### src/rtl/core/text_console_cursor_engine_assert.svh
// ----------------------------------------------------------------------------
// Text console cursor engine assertion macros
// Concurrent checks that compile away when ASSERT_OFF is defined.
// ----------------------------------------------------------------------------
`ifndef TEXT_CONSOLE_CURSOR_ENGINE_ASSERT_SVH
`define TEXT_CONSOLE_CURSOR_ENGINE_ASSERT_SVH

`ifndef ASSERT_OFF

// Check a condition at every clock edge outside reset
`define TCCE_ASSERT(lbl, clk, rst_n, cond, msg) \
  lbl: assert property (@(posedge clk) disable iff (!rst_n) (cond)) else $error(msg);

// Check that an antecedent implies a consequent in the same cycle
`define TCCE_ASSERT_IMP(lbl, clk, rst_n, ante, cons, msg) \
  lbl: assert property (@(posedge clk) disable iff (!rst_n) (ante) |-> (cons)) else $error(msg);

`else

`define TCCE_ASSERT(lbl, clk, rst_n, cond, msg)
`define TCCE_ASSERT_IMP(lbl, clk, rst_n, ante, cons, msg)

`endif

`endif

### src/rtl/core/tcce_pkg.sv
// ----------------------------------------------------------------------------
// Text console cursor engine package
// Field widths, screen geometry defaults and control character codes.
// ----------------------------------------------------------------------------
package tcce_pkg;

  // Field widths
  localparam int CHAR_W = 8;
  localparam int ROW_W  = 5;
  localparam int COL_W  = 7;
  localparam int CELL_W = 11;

  // Screen geometry defaults
  localparam int COLUMNS_DEFAULT = 80;
  localparam int ROWS_DEFAULT    = 25;

  // Cells a tab advances
  localparam int TAB_STEP = 4;

  // Control character codes
  localparam logic [CHAR_W-1:0] CODE_NULL      = 8'h00;
  localparam logic [CHAR_W-1:0] CODE_BACKSPACE = 8'h08;
  localparam logic [CHAR_W-1:0] CODE_TAB       = 8'h09;
  localparam logic [CHAR_W-1:0] CODE_LINE_FEED = 8'h0A;
  localparam logic [CHAR_W-1:0] CODE_RETURN    = 8'h0D;

endpackage

### src/rtl/core/tcce_char_if.sv
// ----------------------------------------------------------------------------
// Character request channel
// Valid/ready channel that carries one character byte per request.
// ----------------------------------------------------------------------------
interface tcce_char_if
  import tcce_pkg::*;
();

  logic              valid;
  logic              ready;
  logic [CHAR_W-1:0] char_code;

  modport source (output valid, output char_code, input ready);
  modport sink   (input valid, input char_code, output ready);

endinterface

### src/rtl/core/tcce_res_if.sv
// ----------------------------------------------------------------------------
// Cursor result channel
// Valid/ready channel that carries the cell write and cursor of one request.
// ----------------------------------------------------------------------------
interface tcce_res_if
  import tcce_pkg::*;
();

  logic              valid;
  logic              ready;
  logic              write_enable;
  logic [CELL_W-1:0] write_cell;
  logic [CHAR_W-1:0] write_char;
  logic              scroll_up;
  logic [ROW_W-1:0]  cursor_row;
  logic [COL_W-1:0]  cursor_column;

  modport source (
    output valid, output write_enable, output write_cell, output write_char,
    output scroll_up, output cursor_row, output cursor_column,
    input ready
  );
  modport sink (
    input valid, input write_enable, input write_cell, input write_char,
    input scroll_up, input cursor_row, input cursor_column,
    output ready
  );

endinterface

### src/rtl/core/text_console_cursor_engine.sv
// ----------------------------------------------------------------------------
// Text console cursor engine
// A request passes from the registered input stage to the registered result stage.
// Throughput: one request per cycle while the sink takes each result; the cursor update is combinational.
// Both stages stall only while a result waits for the sink to take it.
// Reset clears the cursor to row 0, column 0 and empties both stages.
// ----------------------------------------------------------------------------
module text_console_cursor_engine
  import tcce_pkg::*;
#(
  parameter int COLUMNS = COLUMNS_DEFAULT,
  parameter int ROWS    = ROWS_DEFAULT
) (
  input  logic         clk_i,
  input  logic         rst_ni,
  tcce_char_if.sink    char_i,
  tcce_res_if.source   res_o
);

  `include "text_console_cursor_engine_assert.svh"

  localparam int FULL_W = ROW_W + COL_W;

  localparam logic [COL_W:0]   ColLimit = (COL_W+1)'(COLUMNS);
  localparam logic [COL_W-1:0] ColLast  = COL_W'(COLUMNS - 1);
  localparam logic [ROW_W:0]   RowLimit = (ROW_W+1)'(ROWS);
  localparam logic [COL_W:0]   TabInc   = (COL_W+1)'(TAB_STEP);

  // Input stage
  logic              in_valid_q;
  logic [CHAR_W-1:0] in_char_q;

  // Cursor state
  logic [ROW_W-1:0]  row_q, row_d;
  logic [COL_W-1:0]  col_q, col_d;

  // Result stage
  logic              out_valid_q;
  logic              wr_en_q, wr_en_d;
  logic [CELL_W-1:0] wr_cell_q, wr_cell_d;
  logic [CHAR_W-1:0] wr_char_q, wr_char_d;
  logic              scroll_q, scroll_d;

  // Handshake
  logic out_load;
  logic in_take;

  // Datapath helpers
  logic [COL_W:0]    col_inc;
  logic [COL_W:0]    col_tab;
  logic [ROW_W:0]    row_inc;
  logic [FULL_W-1:0] cell_full;

  assign out_load     = in_valid_q && (!out_valid_q || res_o.ready);
  assign char_i.ready = !in_valid_q || out_load;
  assign in_take      = char_i.valid && char_i.ready;

  // Hold the accepted byte in the input stage
  always_ff @(posedge clk_i or negedge rst_ni) begin
    if (!rst_ni) begin
      in_valid_q <= 1'b0;
    end else if (char_i.ready) begin
      in_valid_q <= char_i.valid;
    end
  end

  always_ff @(posedge clk_i) begin
    if (in_take) begin
      in_char_q <= char_i.char_code;
    end
  end

  // Compute the next cursor and the cell write
  always_comb begin
    col_inc   = {1'b0, col_q} + 1'b1;
    col_tab   = {1'b0, col_q} + TabInc;
    row_inc   = {1'b0, row_q} + 1'b1;
    cell_full = FULL_W'(row_q) * FULL_W'(COLUMNS) + FULL_W'(col_q);

    row_d     = row_q;
    col_d     = col_q;
    wr_en_d   = 1'b0;
    wr_cell_d = '0;
    wr_char_d = '0;
    scroll_d  = 1'b0;

    case (in_char_q)
      CODE_NULL: begin
        // ignore
      end
      CODE_BACKSPACE: begin
        if (col_q != '0) begin
          col_d = col_q - 1'b1;
        end else if (row_q != '0) begin
          row_d = row_q - 1'b1;
          col_d = ColLast;
        end
      end
      CODE_TAB: begin
        if (col_tab >= ColLimit) begin
          col_d = COL_W'(col_tab - ColLimit);
          if (row_inc == RowLimit) begin
            scroll_d = 1'b1;
          end else begin
            row_d = row_inc[ROW_W-1:0];
          end
        end else begin
          col_d = col_tab[COL_W-1:0];
        end
      end
      CODE_LINE_FEED: begin
        if (row_inc == RowLimit) begin
          scroll_d = 1'b1;
        end else begin
          row_d = row_inc[ROW_W-1:0];
        end
      end
      CODE_RETURN: begin
        col_d = '0;
      end
      default: begin
        // any other byte: store it, then advance one cell
        wr_en_d   = 1'b1;
        wr_cell_d = cell_full[CELL_W-1:0];
        wr_char_d = in_char_q;
        if (col_inc == ColLimit) begin
          col_d = '0;
          if (row_inc == RowLimit) begin
            scroll_d = 1'b1;
          end else begin
            row_d = row_inc[ROW_W-1:0];
          end
        end else begin
          col_d = col_inc[COL_W-1:0];
        end
      end
    endcase
  end

  // Advance the cursor as each request moves to the result stage
  always_ff @(posedge clk_i or negedge rst_ni) begin
    if (!rst_ni) begin
      row_q <= '0;
      col_q <= '0;
    end else if (out_load) begin
      row_q <= row_d;
      col_q <= col_d;
    end
  end

  // Hold the result until the sink takes it
  always_ff @(posedge clk_i or negedge rst_ni) begin
    if (!rst_ni) begin
      out_valid_q <= 1'b0;
    end else if (out_load) begin
      out_valid_q <= 1'b1;
    end else if (res_o.ready) begin
      out_valid_q <= 1'b0;
    end
  end

  always_ff @(posedge clk_i) begin
    if (out_load) begin
      wr_en_q   <= wr_en_d;
      wr_cell_q <= wr_cell_d;
      wr_char_q <= wr_char_d;
      scroll_q  <= scroll_d;
    end
  end

  assign res_o.valid         = out_valid_q;
  assign res_o.write_enable  = wr_en_q;
  assign res_o.write_cell    = wr_cell_q;
  assign res_o.write_char    = wr_char_q;
  assign res_o.scroll_up     = scroll_q;
  assign res_o.cursor_row    = row_q;
  assign res_o.cursor_column = col_q;

  // Checks
  `TCCE_ASSERT(a_cursor_on_screen, clk_i, rst_ni, ({1'b0, row_q} < RowLimit) && ({1'b0, col_q} < ColLimit), "cursor left the screen")
  `TCCE_ASSERT_IMP(a_scroll_last_row, clk_i, rst_ni, out_valid_q && scroll_q, {1'b0, row_q} == RowLimit - 1'b1, "scroll without cursor on last row")
  `TCCE_ASSERT_IMP(a_idle_write_zero, clk_i, rst_ni, out_valid_q && !wr_en_q, (wr_cell_q == '0) && (wr_char_q == '0), "write fields set without a write")
  `TCCE_ASSERT_IMP(a_cursor_holds, clk_i, rst_ni, !out_load, ##1 ($stable(row_q) && $stable(col_q)), "cursor moved without a request")

endmodule

### src/flat_wrapper.sv
// flat-port wrapper written by rule: the top's interface ports become plain ports
module text_console_cursor_engine_flat import tcce_pkg::*;
#(
  parameter int COLUMNS = COLUMNS_DEFAULT,
  parameter int ROWS    = ROWS_DEFAULT
)
  (clk_i, rst_ni, char_i_valid, char_i_char_code, char_i_ready, res_o_valid, res_o_write_enable, res_o_write_cell, res_o_write_char, res_o_scroll_up, res_o_cursor_row, res_o_cursor_column, res_o_ready);
  tcce_char_if char_i_i ();
  tcce_res_if res_o_i ();
  input  logic clk_i;
  input  logic rst_ni;
  input wire logic [$bits(char_i_i.valid)-1:0] char_i_valid;
  input wire logic [$bits(char_i_i.char_code)-1:0] char_i_char_code;
  output wire logic [$bits(char_i_i.ready)-1:0] char_i_ready;
  output wire logic [$bits(res_o_i.valid)-1:0] res_o_valid;
  output wire logic [$bits(res_o_i.write_enable)-1:0] res_o_write_enable;
  output wire logic [$bits(res_o_i.write_cell)-1:0] res_o_write_cell;
  output wire logic [$bits(res_o_i.write_char)-1:0] res_o_write_char;
  output wire logic [$bits(res_o_i.scroll_up)-1:0] res_o_scroll_up;
  output wire logic [$bits(res_o_i.cursor_row)-1:0] res_o_cursor_row;
  output wire logic [$bits(res_o_i.cursor_column)-1:0] res_o_cursor_column;
  input wire logic [$bits(res_o_i.ready)-1:0] res_o_ready;
  assign char_i_i.valid = char_i_valid;
  assign char_i_i.char_code = char_i_char_code;
  assign char_i_ready = char_i_i.ready;
  assign res_o_valid = res_o_i.valid;
  assign res_o_write_enable = res_o_i.write_enable;
  assign res_o_write_cell = res_o_i.write_cell;
  assign res_o_write_char = res_o_i.write_char;
  assign res_o_scroll_up = res_o_i.scroll_up;
  assign res_o_cursor_row = res_o_i.cursor_row;
  assign res_o_cursor_column = res_o_i.cursor_column;
  assign res_o_i.ready = res_o_ready;
  text_console_cursor_engine #(.COLUMNS(COLUMNS), .ROWS(ROWS)) u_core (.clk_i(clk_i), .rst_ni(rst_ni), .char_i(char_i_i), .res_o(res_o_i));
endmodule
### config.mk
export PLATFORM = sky130hd
export DESIGN_NAME = text_console_cursor_engine_flat
export DESIGN_NICKNAME = d
export VERILOG_FILES = /design/src/rtl/core/tcce_pkg.sv /design/src/rtl/core/tcce_char_if.sv /design/src/rtl/core/tcce_res_if.sv /design/src/rtl/core/text_console_cursor_engine.sv /design/src/flat_wrapper.sv
export VERILOG_INCLUDE_DIRS = /design/src /design/src/rtl/core
export SDC_FILE = /design/constraint.sdc
export NUM_CORES = 1
export LEC_CHECK = 0
export BUFFER_PORTS_ARGS = -buffer_cell sky130_fd_sc_hd__buf_4
export CAP_MARGIN = 20
export CELL_PAD_IN_SITES_DETAIL_PLACEMENT = 1
export CELL_PAD_IN_SITES_GLOBAL_PLACEMENT = 1
export CORE_ASPECT_RATIO = 1.5
export CORE_MARGIN = 4
export CORE_UTILIZATION = 44
export DETAILED_ROUTE_END_ITERATION = 10
export GPL_TIMING_DRIVEN = 0
export PLACE_DENSITY = 0.77
export SLEW_MARGIN = 30
export SYNTH_ARGS = -nofsm -noshare
export SYNTH_HDL_FRONTEND = slang
export SYNTH_SLANG_ARGS = --single-unit
### constraint.sdc
create_clock -name clk_i -period 2.9 [get_ports clk_i]
set_clock_uncertainty 0.15 [all_clocks]
set_input_delay 0.145 -clock clk_i [delete_from_list [all_inputs] [get_ports clk_i]]
set_output_delay 0.145 -clock clk_i [all_outputs]
set_load 0.02 [all_outputs]
==> results of run 1 <==
logic make-up after synthesis:
group	count (synthesis)	synth area share [%]
and+or+nand+nor	102	19.4
DFF	43	42.5
AOI/OAI and AO/OA	52	13.4
adders and majority gates	22	10.1
buffers and inverters	41	7.18
xor gates and xnor gates	21	6.40
muxes	3	1.04
routing by layer:
metal	part of all wire [%]	global-route usage (%)
met2	57	41.2
met4	3.6	9.84
met3	3.5	3.56
met1	36	23.0
met5	0	0
metrics by stage:
step / power (mW) / area (µm²) / util (%)
4_1_cts: 3.00 / 3550 / 56.6
6_report: 2.99 / 3560 / 56.9
3_5_place_dp: 2.56 / 3310 / 52.9
2_1_floorplan: 2.04 / 2880 / -
3_3_place_gp: 2.50 / 3310 / 52.9
5_1_grt: 3.23 / 3560 / 56.9
placed cells by master (no fill, tap or decap), drive strengths merged, types with 5 or more instances in the layout:
master	netlist	layout
a21oi	11	11
o21ai	11	11
clkbuf	11	17
buf	8	53
xor2	8	8
dfrtp	14	14
nand3	9	9
ha	20	20
a211oi	7	7
nand2	17	17
nand2b	5	5
inv	21	21
edfxtp	29	29
nor2	25	25
nor4	5	5
xnor2	13	13
dlygate4sd3	1	12
nor3	14	14
and3	5	5
worst max-delay path: cells and delay by family, from the launching register on:
kind                       cells  cell delay, ns
buffers and inverters          1            0.12
adders and majority gates      2            0.57
muxes                          1            0.13
AOI/OAI and AO/OA              4            0.92
xor gates and xnor gates       1            0.28
DFF                            1            0.44
state kept, by name, indices dropped and copies added, names as in the netlist:
signal / flops
u_core.res_o.cursor_column: 7
u_core.res_o.scroll_up: 1
u_core.res_o.write_char: 8
u_core.in_valid_q: 1
u_core.res_o.valid: 1
u_core.res_o.write_enable: 1
u_core.res_o.cursor_row: 5
u_core.in_char_q: 8
u_core.res_o.write_cell: 11
power breakdown:
part | leakage, nW | internal, mW | switching, mW
combinational | 0.971 | 0.670 | 0.945
sequential | 0.444 | 0.838 | 0.131
clock | 0.0408 | 0.172 | 0.233
total | 1.46 | 1.68 | 1.31
what timing repair did:
action / in CTS / in global routing
endpoints found under the hold margin: 24 / 0
hold buffers: 11 / 0
resized for setup: 6 / 5
setup endpoints to repair: 8 / 10
cell type report:
cell class | count | area share (%)
multi-input combinational | 200 | 41.7
sequential | 43 | 34.3
timing repair buffer | 57 | 12.8
buffer | 20 | 3.72
tap | 74 | 2.60
inverter | 21 | 2.32
clock buffer | 5 | 1.93
clock inverter | 3 | 0.667
worst paths after layout:
check	to	slack, ns	depth (start not counted)
worst min-delay path	u_core.res_o.cursor_column[0]$_DFFE_PN0P_	0.08	2
worst max register to register	u_core.res_o.cursor_column[5]$_DFFE_PN0P_	0.17	9
min in group clk_i	u_core.res_o.valid$_DFFE_PN0P_	0.37	1
max in group asynchronous	u_core.res_o.cursor_row[0]$_DFFE_PN0P_	2.33	2
worst min register to register	u_core.res_o.valid$_DFFE_PN0P_	0.37	1
worst max-delay path	u_core.res_o.cursor_column[5]$_DFFE_PN0P_	0.17	9
==> results.json, run 1 <==
{
  "path_max_fanout": 6,
  "grt_pass1_vias": 2631,
  "endpoint_kind": "flip-flop",
  "crit_chain": "ha_1 -> xor2_1 -> inv_1 -> ha_1 -> o2bb2ai_1 -> o21ai_2 -> mux2i_1 -> a211o_1 -> a22o_1",
  "antennaDiodeCount": 0,
  "drt_drc_violations_left": 0,
  "final.fill_count": 716,
  "rsz0062_at_grt": "yes",
  "yosysTopAreaCellShare_pct": 30.3,
  "synth.area.top_cells": "edfxtp_1 (30%), dfrtp_1 (12%), ha_1 (8.7%), xnor2_1 (4.0%), nor2_1 (3.3%)",
  "synthDistinctLibCells": 57,
  "setup_violations": 0,
  "fin_crit_ns": 2.73,
  "synth_top_area_cell": "edfxtp_1",
  "crit_slowest_cell": "dfrtp_1",
  "io_pins": 47,
  "routedWlPerCell_um": 19.0,
  "dieArea_um2": 7920,
  "place.gp.congestion": 0.887,
  "post-dp-hpwl_um": 6060,
  "hold_viol_final": 0,
  "first_iter_violations": 95,
  "syn-mean-instance-area_um2": 10.1,
  "fp.dieH_um": 107,
  "worstPathRequired_ns": 2.94,
  "area_delta_synth_final_pct": 23.9,
  "ys_ff_latch": 43,
  "dp.cells": 404,
  "worst_slack_ns": 0.169,
  "fp-row-count": 35,
  "htreeDepth": 2,
  "path_common_cell": "ha_1",
  "synth_seq_area_share_pct": 42.5,
  "core_um2": 6260,
  "synth-async-reset-ratio_pct": 32.6,
  "slew_headroom_pct": 60.5,
  "syn_nets": 318,
  "setup-tns-final_ns": 0,
  "cts.sink_count": 43,
  "grt_pass1_wl_um": 13300,
  "irDropWorstVdd_mv": 0.440,
  "critical_path.startpoint": "u_core.res_o.cursor_column[2]$_DFFE_PN0P_",
  "synth_most_common_cell": "edfxtp_1",
  "r2r_start": "u_core.res_o.cursor_column[2]$_DFFE_PN0P_",
  "grt_max_degree": 24,
  "num-nets-final": 382,
  "numPortBuffers": 46,
  "routed_wl_um": 8020,
  "slew_viol_final": 0,
  "overflow": 0,
  "status": "completed",
  "layout-drive-gt1-share_pct": 24.4,
  "power_density_nw_per_um2": 839,
  "period_share_pct": 94.2,
  "vias": 2386,
  "path_class": "reg -> reg",
  "synth-main-ff-cell": "edfxtp_1",
  "die_x_um": 74.0,
  "final_antenna_net_count": 0,
  "layout.area.seq_um2": 1220,
  "clk_path_buf_depth": 2,
  "vias_per_cell": 5.64,
  "synthCells": 284,
  "drv_cap": 0,
  "final-instance-count-excl-fill": 423,
  "synthTopCellsByCount": "edfxtp_1 (29), nor2_1 (25), inv_1 (21), ha_1 (20), nand2_1 (17)",
  "p_leak_nw": 1.46,
  "syn_area_um2": 2880,
  "clock.fmax_ghz": 0.366,
  "synth_warnings": 0,
  "startpoint_type": "flip-flop",
  "cts.clk_slew.worst_paths_ns": 0.09,
  "antenna_found_initial": 0,
  "critPathMaxStageDelay_ns": 0.44,
  "drt-pass1-iter-count": 4,
  "cts_tree": "done",
  "post_cts_buffers": 0,
  "synth_edf_count": 29,
  "cp.arrival_ns": 2.77,
  "hold_slack_ns": 0.0825,
  "root_buffer": "clkbuf_8",
  "cts_made_buffers": 5,
  "post-place-ws_ns": -0.216,
  "insertion_delay_ns": 0.30,
  "grt_usage_pct": 22.0,
  "min_path_type": "in -> async",
  "tightest_slew_ns": 0.589,
  "multi_input_area_um2": 1490,
  "start_util_pct": 45.9
}
Note: power is estimated with default switching activity, not from simulation.
==> run 2: changes to the inputs <==
ABC_AREA = 1   (was not set)
CORE_UTILIZATION = 42   (was 44)
==> results.json, run 2 <==
{
  "status": "completed",
  "insertion_delay_ns": 0.30,
  "die_x_um": 76.9,
  "drt-pass1-iter-count": 4,
  "fp-row-count": 37,
  "p_int_mw": 1.64,
  "routed_wl_um": 8090,
  "root_buffer": "clkbuf_8",
  "design_area_um2": 3650,
  "post_cts_buffers": 0,
  "utilization_pct": 52.9,
  "synth-async-reset-ratio_pct": 32.6,
  "setup_violations": 0,
  "cp.arrival_ns": 2.51,
  "rsz0062_at_grt": "no",
  "drt_drc_violations_left": 0,
  "clock.fmax_ghz": 0.385,
  "antenna_found_initial": 0,
  "syn_nets": 403,
  "synth_seq_area_share_pct": 40.9,
  "endpoint_kind": "flip-flop",
  "htreeDepth": 2,
  "core_um2": 6900,
  "p_leak_nw": 1.74,
  "period_share_pct": 89.5,
  "slew_viol_final": 0,
  "synth_top_area_cell": "edfxtp_1",
  "seq_power_share_pct": 33.2,
  "cts_made_buffers": 5,
  "drv_cap": 0,
  "synth_warnings": 0,
  "grt_usage_pct": 19.6,
  "clkPwrFrac_pct": 16.4,
  "slew_headroom_pct": 45.5,
  "path_max_fanout": 9,
  "layout_commonest_cell": "nand2_1",
  "clk_path_buf_depth": 2,
  "vias": 2627,
  "final-instance-count-excl-fill": 511,
  "grt_pass1_vias": 2774,
  "final_cell_mix": "nand2_1 (87), buf_4 (52), nor2_1 (51)",
  "synth.area.top_cells": "edfxtp_1 (29%), dfrtp_1 (12%), nand2_1 (11%), ha_1 (8.4%), nor2_1 (6.4%)",
  "synthTopCellsByCount": "nand2_1 (87), nor2_1 (51), inv_1 (38), edfxtp_1 (29), nand3_1 (26)",
  "layout-drive-gt1-share_pct": 23.6,
  "dpl-instance-area_um2": 3440,
  "dp.cells": 493,
  "area_delta_synth_final_pct": 22.2,
  "sw_frac_of_total_pct": 43.4,
  "vias_per_cell": 5.14,
  "synth-main-ff-cell": "edfxtp_1",
  "ys_ff_latch": 43,
  "syn-mean-instance-area_um2": 8.10,
  "routedWlPerCell_um": 15.8,
  "grt_max_degree": 25,
  "final.fill_count": 869,
  "fp.dieH_um": 111,
  "antennaDiodeCount": 0,
  "startpoint_type": "flip-flop",
  "setup-tns-final_ns": 0,
  "path_class": "reg -> reg",
  "tightest_slew_ns": 0.816,
  "combinationalPowerShare_pct": 50.3,
  "cts.clk_slew.worst_paths_ns": 0.09,
  "hold_buffers": 10,
  "syn_area_um2": 2990,
  "yosysTopAreaCellShare_pct": 29.1,
  "synth_edf_count": 29,
  "synthCells": 369,
  "io_pins": 47,
  "power_density_nw_per_um2": 793,
  "hold_viol_final": 0,
  "largest_reg_flops": 11,
  "num-nets-final": 466,
  "final_antenna_net_count": 0,
  "cts-resized-gates": 0,
  "fin_crit_ns": 2.60,
  "dieArea_um2": 8560,
  "worstPathRequired_ns": 2.81,
  "numPortBuffers": 46,
  "irDropWorstVdd_mv": 0.401,
  "start_util_pct": 43.3,
  "grt_pass1_wl_um": 13400,
  "min_path_type": "in -> reg",
  "synth_most_common_cell": "nand2_1",
  "cts.sink_count": 43,
  "switchingPower_mw": 1.26,
  "overflow": 0,
  "cts_tree": "done",
  "synthDistinctLibCells": 31,
  "place.gp.congestion": 0.891,
  "post-dp-hpwl_um": 6270,
  "first_iter_violations": 90
}
-- run 2: final timing paths --
path | startpoint | endpoint | slack, ns | cells past startpoint
worst min register to register | u_core.in_valid_q$_DFFE_PN0N_ | u_core.res_o.valid$_DFFE_PN0P_ | 0.40 | 2
worst min-delay path | res_o_ready | u_core.res_o.valid$_DFFE_PN0P_ | 0.007 | 4
min in group asynchronous | rst_ni | u_core.res_o.cursor_row[1]$_DFFE_PN0P_ | 0.09 | 2
worst max register to register | u_core.res_o.cursor_row[1]$_DFFE_PN0P_ | u_core.res_o.write_cell[10]$_SDFFCE_PN0P_ | 0.30 | 11
worst max-delay path | u_core.res_o.cursor_row[1]$_DFFE_PN0P_ | u_core.res_o.write_cell[10]$_SDFFCE_PN0P_ | 0.30 | 11
max in group asynchronous | rst_ni | u_core.res_o.cursor_column[2]$_DFFE_PN0P_ | 2.31 | 2
-- run 2: per-layer routing --
layer  global-route usage, %  share of wire, %
met5                       0                 0
met1                    20.7                38
met4                    7.01               2.9
met2                    38.6                56
met3                    2.68               2.7
-- run 2: critical path, stage by stage (launching register included) --
cell and delay, ns:
dfrtp_1 0.50, ha_1 0.34, ha_1 0.21, inv_1 0.07, fa_1 0.45, nor2_1 0.16, nand2_1 0.07, inv_1 0.07
nand2_1 0.06, xor2_1 0.17, nand2_1 0.07, inv_1 0.04
-- run 2: cell type report --
| class | count | area (µm²) | area share, % |
|---|---|---|---|
| well taps | 78 | 97.6 | 2.67 |
| repair buffers | 56 | 445 | 12.2 |
| flip-flops and latches | 43 | 1220 | 33.4 |
| clock buffers | 5 | 68.8 | 1.88 |
| clock inverters | 3 | 43.8 | 1.20 |
| inverters | 48 | 180 | 4.93 |
| multi-input cells | 265 | 1510 | 41.4 |
| plain buffers | 13 | 81.3 | 2.23 |
-- run 2: cell families after synthesis --
kind of cell / after synthesis / synth area share [%]
adders and majority gates: 22 / 9.72
AOI/OAI and AO/OA: 28 / 4.94
buffers and inverters: 61 / 8.75
xor gates and xnor gates: 14 / 4.10
DFF: 43 / 40.9
and+or+nand+nor: 201 / 31.6
-- run 2: power groups by stage --
stage	Combinational, mW	Clock [mW]	Sequential, mW
floorplan	0.905	0	1.04
global placement	1.39	0	0.974
detailed placement	1.46	0	0.974
CTS	1.48	0.486	0.964
global route	1.63	0.514	0.988
finish	1.46	0.476	0.962
-- run 2: stage by stage --
| step | hold slack, ns | setup slack (ns) | power, mW |
|---|---|---|---|
| after global placement | -0.127 | 0.294 | 2.36 |
| after CTS | 0.00131 | 0.281 | 2.93 |
| after detailed placement | -0.123 | 0.293 | 2.43 |
| final | 0.00737 | 0.305 | 2.90 |
| after global routing | 0.0418 | 0.0540 | 3.13 |
| after floorplan | -0.301 | 0.433 | 1.94 |
